==> src/hw/rtl/usbdfu_pkg.sv <==
// Shared types, codes and helpers of the DFU download controller.
package usbdfu_pkg;

	localparam int MAX_BLOCK_BYTES = 1024;

	localparam logic [7:0] REQ_TYPE_MASK  = 8'h7f;
	localparam logic [7:0] REQ_TYPE_DFU   = 8'h21;

	localparam logic [7:0] REQ_DNLOAD     = 8'd1;
	localparam logic [7:0] REQ_GETSTATUS  = 8'd3;
	localparam logic [7:0] REQ_CLRSTATUS  = 8'd4;
	localparam logic [7:0] REQ_GETSTATE   = 8'd5;
	localparam logic [7:0] REQ_ABORT      = 8'd6;

	localparam logic [7:0] CMD_SET_ADDRESS = 8'h21;
	localparam logic [7:0] CMD_PAGE_ERASE  = 8'h41;

	localparam logic [1:0] FLASH_NONE    = 2'd0;
	localparam logic [1:0] FLASH_ERASE   = 2'd1;
	localparam logic [1:0] FLASH_PROGRAM = 2'd2;

	localparam logic [2:0] REPLY_NONE      = 3'd0;
	localparam logic [2:0] REPLY_GETSTATE  = 3'd1;
	localparam logic [2:0] REPLY_GETSTATUS = 3'd6;

	localparam logic [1:0] CFG_TRANSFER_SIZE = 2'd0;
	localparam logic [1:0] CFG_POLL_TIMEOUT  = 2'd1;

	localparam logic [10:0] TRANSFER_SIZE_RESET = 11'd1024;
	localparam logic [23:0] POLL_TIMEOUT_RESET  = 24'd100;

	typedef enum logic [7:0] {
		ST_IDLE         = 8'b0000_0001,
		ST_DNLOAD_SYNC  = 8'b0000_0010,
		ST_DNBUSY       = 8'b0000_0100,
		ST_DNLOAD_IDLE  = 8'b0000_1000,
		ST_MANIFEST_SYNC = 8'b0001_0000,
		ST_MANIFEST     = 8'b0010_0000,
		ST_MANIFEST_WAIT = 8'b0100_0000,
		ST_ERROR        = 8'b1000_0000
	} dfu_state_t;

	typedef struct packed {
		logic        action;
		logic [7:0]  request_type;
		logic [7:0]  request_code;
		logic [15:0] block_number;
		logic [10:0] data_length;
		logic [7:0]  command_byte;
		logic [31:0] command_word;
	} req_item_t;

	typedef struct packed {
		logic        handled;
		logic        status_code;
		logic [23:0] poll_timeout;
		logic [3:0]  dfu_state_out;
		logic [2:0]  reply_length;
		logic [1:0]  flash_op;
		logic [31:0] flash_address;
		logic [10:0] program_length;
		logic        reset_request;
	} res_item_t;

	typedef struct packed {
		logic [10:0] transfer_size;
		logic [23:0] busy_poll_timeout;
	} cfg_regs_t;

	// DFU 1.1 state numbering as reported to the host.
	function automatic logic [3:0] state_number(input dfu_state_t st);
		logic [3:0] n;
		case (st)
			ST_IDLE:          n = 4'd2;
			ST_DNLOAD_SYNC:   n = 4'd3;
			ST_DNBUSY:        n = 4'd4;
			ST_DNLOAD_IDLE:   n = 4'd5;
			ST_MANIFEST_SYNC: n = 4'd6;
			ST_MANIFEST:      n = 4'd7;
			ST_MANIFEST_WAIT: n = 4'd8;
			ST_ERROR:         n = 4'd10;
			default:          n = 4'd2;
		endcase
		return n;
	endfunction

endpackage

==> src/hw/rtl/usb_dfu_download_controller.sv <==
// Top level of the DFU download controller: input and result registers.
//
// The block takes one item per clock cycle unless the result side stalls, and
// returns exactly one result per item. The decoder works on the item while it
// sits in the input register; the result register loads its result when the
// item leaves the input register, held while the result side stalls. The
// DFU state and saved download block are updated by the decoder in the same
// cycle the item leaves the input register, so the next item sees them at
// once. The program address uses one 32-by-11-bit multiply and an add in that
// cycle. Configuration is written on a separate port that is always ready and
// takes effect on the next item.
module usb_dfu_download_controller import usbdfu_pkg::*; (
	input  logic        clk,
	input  logic        arst_n,
	input  logic        req_valid,
	output logic        req_ready,
	input  req_item_t   req,
	output logic        res_valid,
	input  logic        res_ready,
	output res_item_t   res,
	input  logic        cfg_valid,
	output logic        cfg_ready,
	input  logic [1:0]  cfg_index,
	input  logic [23:0] cfg_data
);

	req_item_t req_s1;
	logic      valid_s1;
	res_item_t res_q;
	logic      res_valid_q;
	res_item_t res_next;
	cfg_regs_t regs;
	logic      advance;
	logic      fire;

	// The result register frees up when it is empty or being taken.
	assign advance = !res_valid_q || res_ready;
	assign fire = valid_s1 && advance;
	assign req_ready = !valid_s1 || advance;

	usbdfu_cfg_regs u_cfg (
		.clk       (clk),
		.arst_n    (arst_n),
		.cfg_valid (cfg_valid),
		.cfg_ready (cfg_ready),
		.cfg_index (cfg_index),
		.cfg_data  (cfg_data),
		.regs      (regs)
	);

	usbdfu_engine u_engine (
		.clk    (clk),
		.arst_n (arst_n),
		.fire   (fire),
		.item   (req_s1),
		.regs   (regs),
		.res    (res_next)
	);

	always_ff @(posedge clk or negedge arst_n) begin
		if (!arst_n) begin
			valid_s1 <= 1'b0;
			res_valid_q <= 1'b0;
		end else begin
			if (req_ready)
				valid_s1 <= req_valid;
			if (advance)
				res_valid_q <= valid_s1;
		end
	end

	always_ff @(posedge clk) begin
		if (req_valid && req_ready)
			req_s1 <= req;
		if (fire)
			res_q <= res_next;
	end

	assign res_valid = res_valid_q;
	assign res = res_q;

endmodule

==> src/hw/rtl/usbdfu_cfg_regs.sv <==
// Configuration registers: transfer size and busy poll timeout.
module usbdfu_cfg_regs import usbdfu_pkg::*; (
	input  logic        clk,
	input  logic        arst_n,
	input  logic        cfg_valid,
	output logic        cfg_ready,
	input  logic [1:0]  cfg_index,
	input  logic [23:0] cfg_data,
	output cfg_regs_t   regs
);

	cfg_regs_t regs_q;

	assign cfg_ready = 1'b1;
	assign regs = regs_q;

	always_ff @(posedge clk or negedge arst_n) begin
		if (!arst_n) begin
			regs_q.transfer_size <= TRANSFER_SIZE_RESET;
			regs_q.busy_poll_timeout <= POLL_TIMEOUT_RESET;
		end else if (cfg_valid) begin
			case (cfg_index)
				CFG_TRANSFER_SIZE: regs_q.transfer_size <= cfg_data[10:0];
				CFG_POLL_TIMEOUT:  regs_q.busy_poll_timeout <= cfg_data;
				default: ;
			endcase
		end
	end

endmodule

==> src/hw/rtl/usbdfu_engine.sv <==
// DFU state machine: holds the protocol state; decodes one item per cycle on fire.
module usbdfu_engine import usbdfu_pkg::*; (
	input  logic      clk,
	input  logic      arst_n,
	input  logic      fire,
	input  req_item_t item,
	input  cfg_regs_t regs,
	output res_item_t res
);

	dfu_state_t  state_q, state_d;
	logic [15:0] saved_block_q, saved_block_d;
	logic [10:0] saved_length_q, saved_length_d;
	logic [7:0]  saved_command_q, saved_command_d;
	logic [31:0] saved_word_q, saved_word_d;
	logic [31:0] base_address_q, base_address_d;
	logic [31:0] block_offset;
	logic [31:0] step;
	logic [10:0] dn_length;

	// Blocks count from 2 at the base; block 1 wraps below the base.
	assign block_offset = {16'b0, saved_block_q} - 32'd2;
	assign step = 32'(block_offset * {21'b0, regs.transfer_size});
	assign dn_length = (item.data_length > 11'(MAX_BLOCK_BYTES)) ?
		11'(MAX_BLOCK_BYTES) : item.data_length;

	always_comb begin
		state_d = state_q;
		saved_block_d = saved_block_q;
		saved_length_d = saved_length_q;
		saved_command_d = saved_command_q;
		saved_word_d = saved_word_q;
		base_address_d = base_address_q;
		res = '0;
		if (!item.action) begin
			if ((item.request_type & REQ_TYPE_MASK) == REQ_TYPE_DFU) begin
				case (item.request_code)
					REQ_DNLOAD: begin
						res.handled = 1'b1;
						if (item.data_length == 11'd0) begin
							state_d = ST_MANIFEST_SYNC;
						end else begin
							saved_block_d = item.block_number;
							saved_length_d = dn_length;
							saved_command_d = item.command_byte;
							saved_word_d = item.command_word;
							state_d = ST_DNLOAD_SYNC;
						end
					end
					REQ_GETSTATUS: begin
						res.handled = 1'b1;
						res.reply_length = REPLY_GETSTATUS;
						if (state_q == ST_DNLOAD_SYNC) begin
							state_d = ST_DNBUSY;
							res.poll_timeout = regs.busy_poll_timeout;
						end else if (state_q == ST_MANIFEST_SYNC) begin
							state_d = ST_MANIFEST;
						end
					end
					REQ_CLRSTATUS: begin
						res.handled = 1'b1;
						if (state_q == ST_ERROR)
							state_d = ST_IDLE;
					end
					REQ_GETSTATE: begin
						res.handled = 1'b1;
						res.reply_length = REPLY_GETSTATE;
					end
					REQ_ABORT: begin
						res.handled = 1'b1;
						state_d = ST_IDLE;
					end
					default: ;
				endcase
			end
		end else if (state_q == ST_DNBUSY) begin
			res.handled = 1'b1;
			state_d = ST_DNLOAD_IDLE;
			if (saved_block_q == 16'd0) begin
				if (saved_command_q == CMD_PAGE_ERASE) begin
					res.flash_op = FLASH_ERASE;
					res.flash_address = saved_word_q;
					base_address_d = saved_word_q;
				end else if (saved_command_q == CMD_SET_ADDRESS) begin
					base_address_d = saved_word_q;
				end
			end else begin
				res.flash_op = FLASH_PROGRAM;
				res.flash_address = base_address_q + step;
				res.program_length = saved_length_q;
			end
		end else if (state_q == ST_MANIFEST) begin
			res.handled = 1'b1;
			res.reset_request = 1'b1;
			state_d = ST_MANIFEST_WAIT;
		end
		res.dfu_state_out = state_number(state_d);
	end

	always_ff @(posedge clk or negedge arst_n) begin
		if (!arst_n) begin
			state_q <= ST_IDLE;
			saved_block_q <= '0;
			saved_length_q <= '0;
			saved_command_q <= '0;
			saved_word_q <= '0;
			base_address_q <= '0;
		end else if (fire) begin
			state_q <= state_d;
			saved_block_q <= saved_block_d;
			saved_length_q <= saved_length_d;
			saved_command_q <= saved_command_d;
			saved_word_q <= saved_word_d;
			base_address_q <= base_address_d;
		end
	end

	a_state_onehot: assert property (@(posedge clk) disable iff (!arst_n)
		$onehot(state_q))
		else $error("state register lost its one-hot code");

	a_unhandled_keeps_state: assert property (@(posedge clk) disable iff (!arst_n)
		fire && !res.handled |=> state_q == $past(state_q))
		else $error("an unhandled item changed the state");

	a_reset_request_wait: assert property (@(posedge clk) disable iff (!arst_n)
		fire && res.reset_request |=> state_q == ST_MANIFEST_WAIT)
		else $error("reset request without entering manifest wait");

	a_flash_only_on_event: assert property (@(posedge clk) disable iff (!arst_n)
		fire && res.flash_op != FLASH_NONE |-> item.action)
		else $error("flash operation raised by a control request");

endmodule

==> config.mk <==
export PLATFORM = sky130hd
export DESIGN_NAME = usb_dfu_download_controller
export DESIGN_NICKNAME = d
export VERILOG_FILES = /design/src/hw/rtl/usbdfu_pkg.sv /design/src/hw/rtl/usb_dfu_download_controller.sv /design/src/hw/rtl/usbdfu_cfg_regs.sv /design/src/hw/rtl/usbdfu_engine.sv
export SDC_FILE = /design/constraint.sdc
export NUM_CORES = 1
export LEC_CHECK = 0
export ABC_AREA = 1
export BUFFER_PORTS_ARGS = -buffer_cell sky130_fd_sc_hd__buf_2
export CAP_MARGIN = 20
export CORE_MARGIN = 4
export CORE_UTILIZATION = 46
export CTS_CLUSTER_DIAMETER = 100
export DETAILED_ROUTE_END_ITERATION = 8
export HOLD_SLACK_MARGIN = 0.15
export PLACE_DENSITY = 0.7
export SLEW_MARGIN = 0
export SYNTH_ARGS = -nofsm -noshare
export SYNTH_HDL_FRONTEND = slang
export SYNTH_HIERARCHICAL = 1
export SYNTH_SLANG_ARGS = --single-unit
==> constraint.sdc <==
create_clock -name clk -period 10.2 [get_ports clk]
set_input_delay 1.02 -clock clk [delete_from_list [all_inputs] [get_ports clk]]
set_output_delay 1.02 -clock clk [all_outputs]
set_load 0.01 [all_outputs]
**After elaboration in Yosys (flattened, before gate mapping)**

Cells that the tools add are included.

- Register bits after elaboration: 305
- Output and inout port bits: 82
- Input port bits: 115
- Logic and storage cells: 99

- $mul: 1
- Mux-type cells: 21
- Add/subtract/negate cells: 2
- $lt $le $gt $ge: 1
- Bitwise logic cells: 6
- Reductions and logical operators: 21
- Equality and inequality tests: 21

Operators by type and width:

| cell | count |
|---|---|
| $mux 32 | 2 |
| $mux 8 | 7 |
| $eq 8x3->1 const B | 5 |
| $mux 34 | 1 |
| $mux 33 | 1 |
| $add 32x32->32 | 1 |
| $mul 32x11->32 | 1 |
| $pmux 8 s4 | 1 |
| $pmux 4 s7 | 1 |
| $eq 8x2->1 const B | 3 |
| $eq 8x6->1 const B | 3 |
| $sub 16x2->17 const B | 1 |
| $eq 8x5->1 const B | 2 |
| $eq 8x7->1 const B | 2 |
| $eq 8x8->1 const B | 2 |
| $logic_not 16->1 | 1 |
| $gt 11x11->1 const B | 1 |
| $logic_not 11->1 | 1 |
| $mux 11 | 1 |
| $reduce_and 5->1 | 2 |
| $eq 8x1->1 const B | 1 |
| $eq 8x4->1 const B | 1 |
| $eq 7x6->1 const B | 1 |
| $not 1->1 | 6 |
| other kinds (15) | 25 |

**Logic depth before layout (Yosys ltp)**

- Word-level depth: 8
- Mapped depth: 49
- Mapped depth without buffers: 48

**Hierarchy**

The synthesis kept the hierarchy.

By module, submodules not included:

| module | times used | area an instance (um2) | cells an instance |
|---|---|---|---|
| usbdfu_engine | 1 | 14,694.1 | 2,042 |
| usb_dfu_download_controller | 1 | 4,989.8 | 175 |
| usbdfu_cfg_regs | 1 | 1,491.4 | 159 |

**Least setup slack after synthesis**

Ideal clock, no wire load.

- Path type: reg-to-reg
- Start point: register u_engine.saved_block_q[1]
- End point: register res_q (netlist bit res[42]), data pin
- Clock period less this slack: 7,153 ps
- Path slack: 3,047 ps
- Data arrival time: 6,898 ps
- Cell stages (with the launch flop): 42
- Cells stage by stage: dfrtp_1 -> buf_2 -> inv_1 -> ha_1 -> inv_1 -> nor2_1 -> inv_1 -> nor3_2 -> nand2_1 -> inv_1 -> nand2_1 -> clkinv_1 -> nand2_1 -> nand2_1 -> nand2_1 -> inv_2 -> nand2_1 -> fa_1 -> [... 6 more ...] -> inv_1 -> ha_1 -> a21oi_1 -> o21ai_0 -> a21oi_1 -> o21ai_0 -> a21oi_1 -> o21ai_0 -> xor2_1 -> ha_1 -> inv_1 -> o21ai_0 -> a21boi_0 -> o221ai_1 -> nor2_1 -> a21oi_1 -> o21ai_0 -> inv_1

- Longest elaborated chain between the ends: 4
- Elaborated cells between the ends (all ways): 5

Ends and longest elaborated chain:

| what | RTL line | text |
|---|---|---|
| start: declaration | usbdfu_engine.sv:12 | `logic [15:0] saved_block_q, saved_block_d;` |
| start signal: assignment | usbdfu_engine.sv:110 | `saved_block_q <= saved_block_d;` |
| $sub 16x2->17 | usbdfu_engine.sv:22 | `assign block_offset = {16'b0, saved_block_q} - 32'd2;` |
| $mul 32x11->32 | usbdfu_engine.sv:23 | `assign step = 32'(block_offset * {21'b0, regs.transfer_size});` |
| $add 32x32->32 | usbdfu_engine.sv:89 | `res.flash_address = base_address_q + step;` |
| $mux 34 (*) | usbdfu_engine.sv:79 | `if (saved_block_q == 16'd0) begin` |
| end signal: assignment | usb_dfu_download_controller.sv:76 | `res_q <= res_next;` |
| end: declaration | usb_dfu_download_controller.sv:29 | `res_item_t res_q;` |

Mark *: on every way between the ends. The rest lies on a longest branch, timed or not.
A chain may end at the register's enable or synchronous reset.

**Final worst setup path**

Same ends and word-level chain as after synthesis.

==> results.md <==
Critical path:
- Measured in cells, the most critical reg-to-reg path has a length of 37.
- Of all nets on the critical path, the largest fanout is 10.
- The worst register-to-register path ends at res[42].
- For flop-to-flop paths, the worst setup slack is 1.44 ns.
- The worst setup path is captured at a flip-flop.
- For the worst setup path, the data arrival time is 9.06 ns.
- Among the stages of the critical path, the cell type that occurs most often is sky130_fd_sc_hd__inv_1.
- In this design, the stage delay of the slowest critical-path cell is 0.56 ns.
- The startpoint of the worst register-to-register path is u_engine/saved_block_q[1].
- The path type of the worst setup path is flip-flop to flip-flop.
- STA puts the critical path data required time at 10.49 ns.
- STA classifies the critical path startpoint as a flip-flop.
- The slowest cell on the critical path is sky130_fd_sc_hd__dfrtp_1.

Pwr:
- The power density relative to cell area is 284 nW/um^2.
- The share of total power dissipated in combinational logic is 0.608.
- The reported leakage power is 12.0 nW.
- The internal power of the cells totals 3.44 mW.
- The power spent charging and discharging nets is 3.27 mW.
- The switching power share of the total is 0.488.
- Of the total power, registers draw 0.216.
- Overall power consumption after layout is estimated at 6.71 mW.
- IR analysis of the VDD net gives a maximum drop of 0.000274 V.
- Of the total power, the clock network draws 0.176.

Cells and area:
- The total area of multi-input combinational cells is 10700 um^2.
- The finished layout holds 3172 standard cells, fillers aside.
- The finished cells cover 23700 um^2.
- In the final layout, flip-flops and latches occupy 8470 um^2.
- From synthesis to final layout, the design area changed by 11.9%.
- The antenna diode count is 0.
- The filler cells instantiated in the layout total 4189.
- Of the cells placed in the final design, the portion with a size suffix greater than 1 is 0.124.
- In the final design database the tool counted 2928 nets.

Status:
- The run finished with clean final reports.

Drt:
- In the final routing, the length of wire on met1 measures 21800 um.
- The first detailed-routing pass took 5 iterations.
- In the routed layout, each cell is associated on average with a via count of 5.08.
- In the final routed layout, each cell accounts on average for 16.7 um.
- Signal routing reaches up to met4.
- The met3 wirelength from detailed routing is 2810 um.
- For this run, design rule violations remaining after detail routing come to 0.
- The aggregate routed wire length is 53000 um.
- Wire segments on met2 add up to 26500 um in the final route.
- The via total after detailed routing is 16100.
- The remaining antenna violation count is 0.
- The first routing iteration left 1100 violations.

Synthesis:
- The post-synth net total is 2757.
- The yosys synthesis warning count is 6.
- A synthesized cell averages 8.90 um^2.
- The synthesized netlist cell count is 2375.
- Summing every instance area after synthesis gives 21100 um^2.

Placed design:
- The placed instance area is 22600 um^2.
- The congestion estimate from routability-driven global placement came to 0.920.
- Counting tap cells, the placed design contains a total of 3109 instances.
- The HPWL after detailed placement is 41000 um.
- In this run the tool buffered the top-level ports with 194 buffer cells.
- The worst setup timing slack at the placement stage is 1.58 ns.

Hold path:
- The number of cells on the worst hold path is 2.
- The path class of the tightest hold or removal check is flip-flop to flip-flop.
- For hold timing, the worst endpoint is u_engine/saved_command_q[1].
- The origin of the worst min-delay path is req_s1[33].

Timing:
- Timing would allow up to 114 MHz.
- In this run the tightest slew margin relative to its limit is 0.380.
- Setup violations remaining at the end of the flow were counted as 0.
- The final count of hold timing violations came to 0.
- The post-layout minimum cycle time is 8.76 ns.
- The number of slew-limit violations in the final report is 0.
- The post-route worst setup slack is 1.44 ns.
- Setup repair after global routing left no endpoint under its margin.
- Of the available clock period, the critical path in the final layout requires 0.859.
- Clock skew on the completed layout was measured at 0.0250 ns.
- The actual slew at the worst max-slew pin is 0.930 ns.
- The total negative setup slack is 0 ns.

Floorplan:
- Measured along the x axis, the die boundary spans 222 um.
- The total I/O pin count is 197.
- The area enclosed by the die boundary is 49500 um^2.
- The height of the chip is 222 um.
- The number of rows in the core area is 78.
- The initial utilization of the core area, before any placement, comes to 0.466.
- After floorplanning, the core was sized to cover 45400 um^2.

CTS:
- The post-cts sizing count is 0.
- The clock transition at the register clock pins on the worst setup and hold paths after CTS is 0.06 ns.
- The CTS H-tree depth is 2.
- The setup fix buffers added after clock tree synthesis is 0.
- The maximum buffer depth of the clock tree is 3.
- The CTS tree is yes.
- After clock tree synthesis, the flow added hold-fix buffers numbering 0.
- The tree is rooted in a sky130_fd_sc_hd__clkbuf_16.
- The later-pin clock latency in the skew report is 0.54 ns.
- The clock net in this run drives a total of 306 sinks.
- Buffers inserted during clock tree synthesis total 34.

Global route:
- Entering global routing, the biggest net connects 90 pins.
- The first-pass GRT wire length is 86800 um.
- The overflow left after global routing is 0.
- The via count of the first global-routing pass was 16800.
- For this run, the total global-route usage over all layers was measured as 0.216.
- The initial antenna violation count is 0.

Run:
- Across the run, the number of max-cap violations was 0.
-- cells in the final DEF, fill, tap and decap left out, types with 7 or more instances in the layout --
cell type / count
sky130_fd_sc_hd__xnor2_1: 25
sky130_fd_sc_hd__a21o_1: 12
sky130_fd_sc_hd__o21ai_2: 32
sky130_fd_sc_hd__clkinv_1: 10
sky130_fd_sc_hd__ha_1: 96
sky130_fd_sc_hd__nor2_1: 210
sky130_fd_sc_hd__fa_1: 171
sky130_fd_sc_hd__o21ai_0: 112
sky130_fd_sc_hd__buf_2: 193
sky130_fd_sc_hd__or2_2: 12
sky130_fd_sc_hd__o22ai_1: 10
sky130_fd_sc_hd__edfxtp_1: 162
sky130_fd_sc_hd__dfrtp_1: 139
sky130_fd_sc_hd__xor2_1: 17
sky130_fd_sc_hd__inv_1: 428
sky130_fd_sc_hd__nand4_1: 40
sky130_fd_sc_hd__nand2_1: 597
sky130_fd_sc_hd__a31oi_1: 7
sky130_fd_sc_hd__a21oi_1: 75
sky130_fd_sc_hd__clkbuf_1: 13
sky130_fd_sc_hd__nor3_1: 16
sky130_fd_sc_hd__nand3_1: 78
sky130_fd_sc_hd__clkbuf_16: 36
-- flip-flops by register name (all words and copies together) (netlist names) --
register                  cells
u_engine/base_address_q      32
req_s1                       83
u_engine/saved_command_q      8
u_engine/saved_word_q        32
u_cfg/regs                   35
u_engine/saved_length_q      11
u_engine/state_q              8
u_engine/saved_block_q       16
res                          79
res_valid                     1
valid_s1                      1
-- critical path, delay by kind of cell, from the launching register on --
kind            cells  cell delay (ns)
compound gates      8             1.56
xor+xnor            1             0.33
fa+ha+maj           8             3.54
buf+inv            10             1.15
flops               1             0.56
simple gates       10             1.38
-- power by group through the flow --
stage / sequential, mW / clock, mW / combinational, mW
floorplan: 1.45 / 0 / 2.86
global placement: 1.47 / 0 / 3.98
detailed placement: 1.47 / 0 / 3.98
CTS: 1.45 / 1.22 / 4.04
global route: 1.46 / 1.27 / 4.60
finish: 1.45 / 1.18 / 4.08
-- area by class of cell --
class,instances,area share
multi-input cells,1560,0.450
flip-flops and latches,306,0.358
inverters,443,0.0706
repair buffers,201,0.0438
clock buffers,54,0.0430
well taps,600,0.0317
clock inverters,8,0.00270
-- layer usage --
layer  vias up  track usage
met2       403        0.375
met5         -            0
met4         0       0.0722
met3       102       0.0378
li1       7802            -
met1      7813        0.276
-- how the worst max path moves through the flow --
stage / startpoint / endpoint / slack [ns]
CTS: u_engine/saved_block_q[1] / res[42] / 1.50
global route: u_engine/saved_block_q[1] / res[37] / 0.85
detailed placement: u_engine/saved_block_q[1] / res[42] / 1.58
finish: u_engine/saved_block_q[1] / res[42] / 1.44
floorplan: u_engine/saved_block_q[1] / res[42] / 3.05
global placement: u_engine/saved_block_q[1] / res[37] / 1.64
-- per-stage QoR --
stage	utilization	hold WS (ns)
floorplan	-	0.418
global placement	0.497	0.429
detailed placement	0.497	0.429
CTS	0.521	0.443
global route	0.521	0.464
finish	0.521	0.438
No activity file was read; power rests on OpenSTA's default activity.
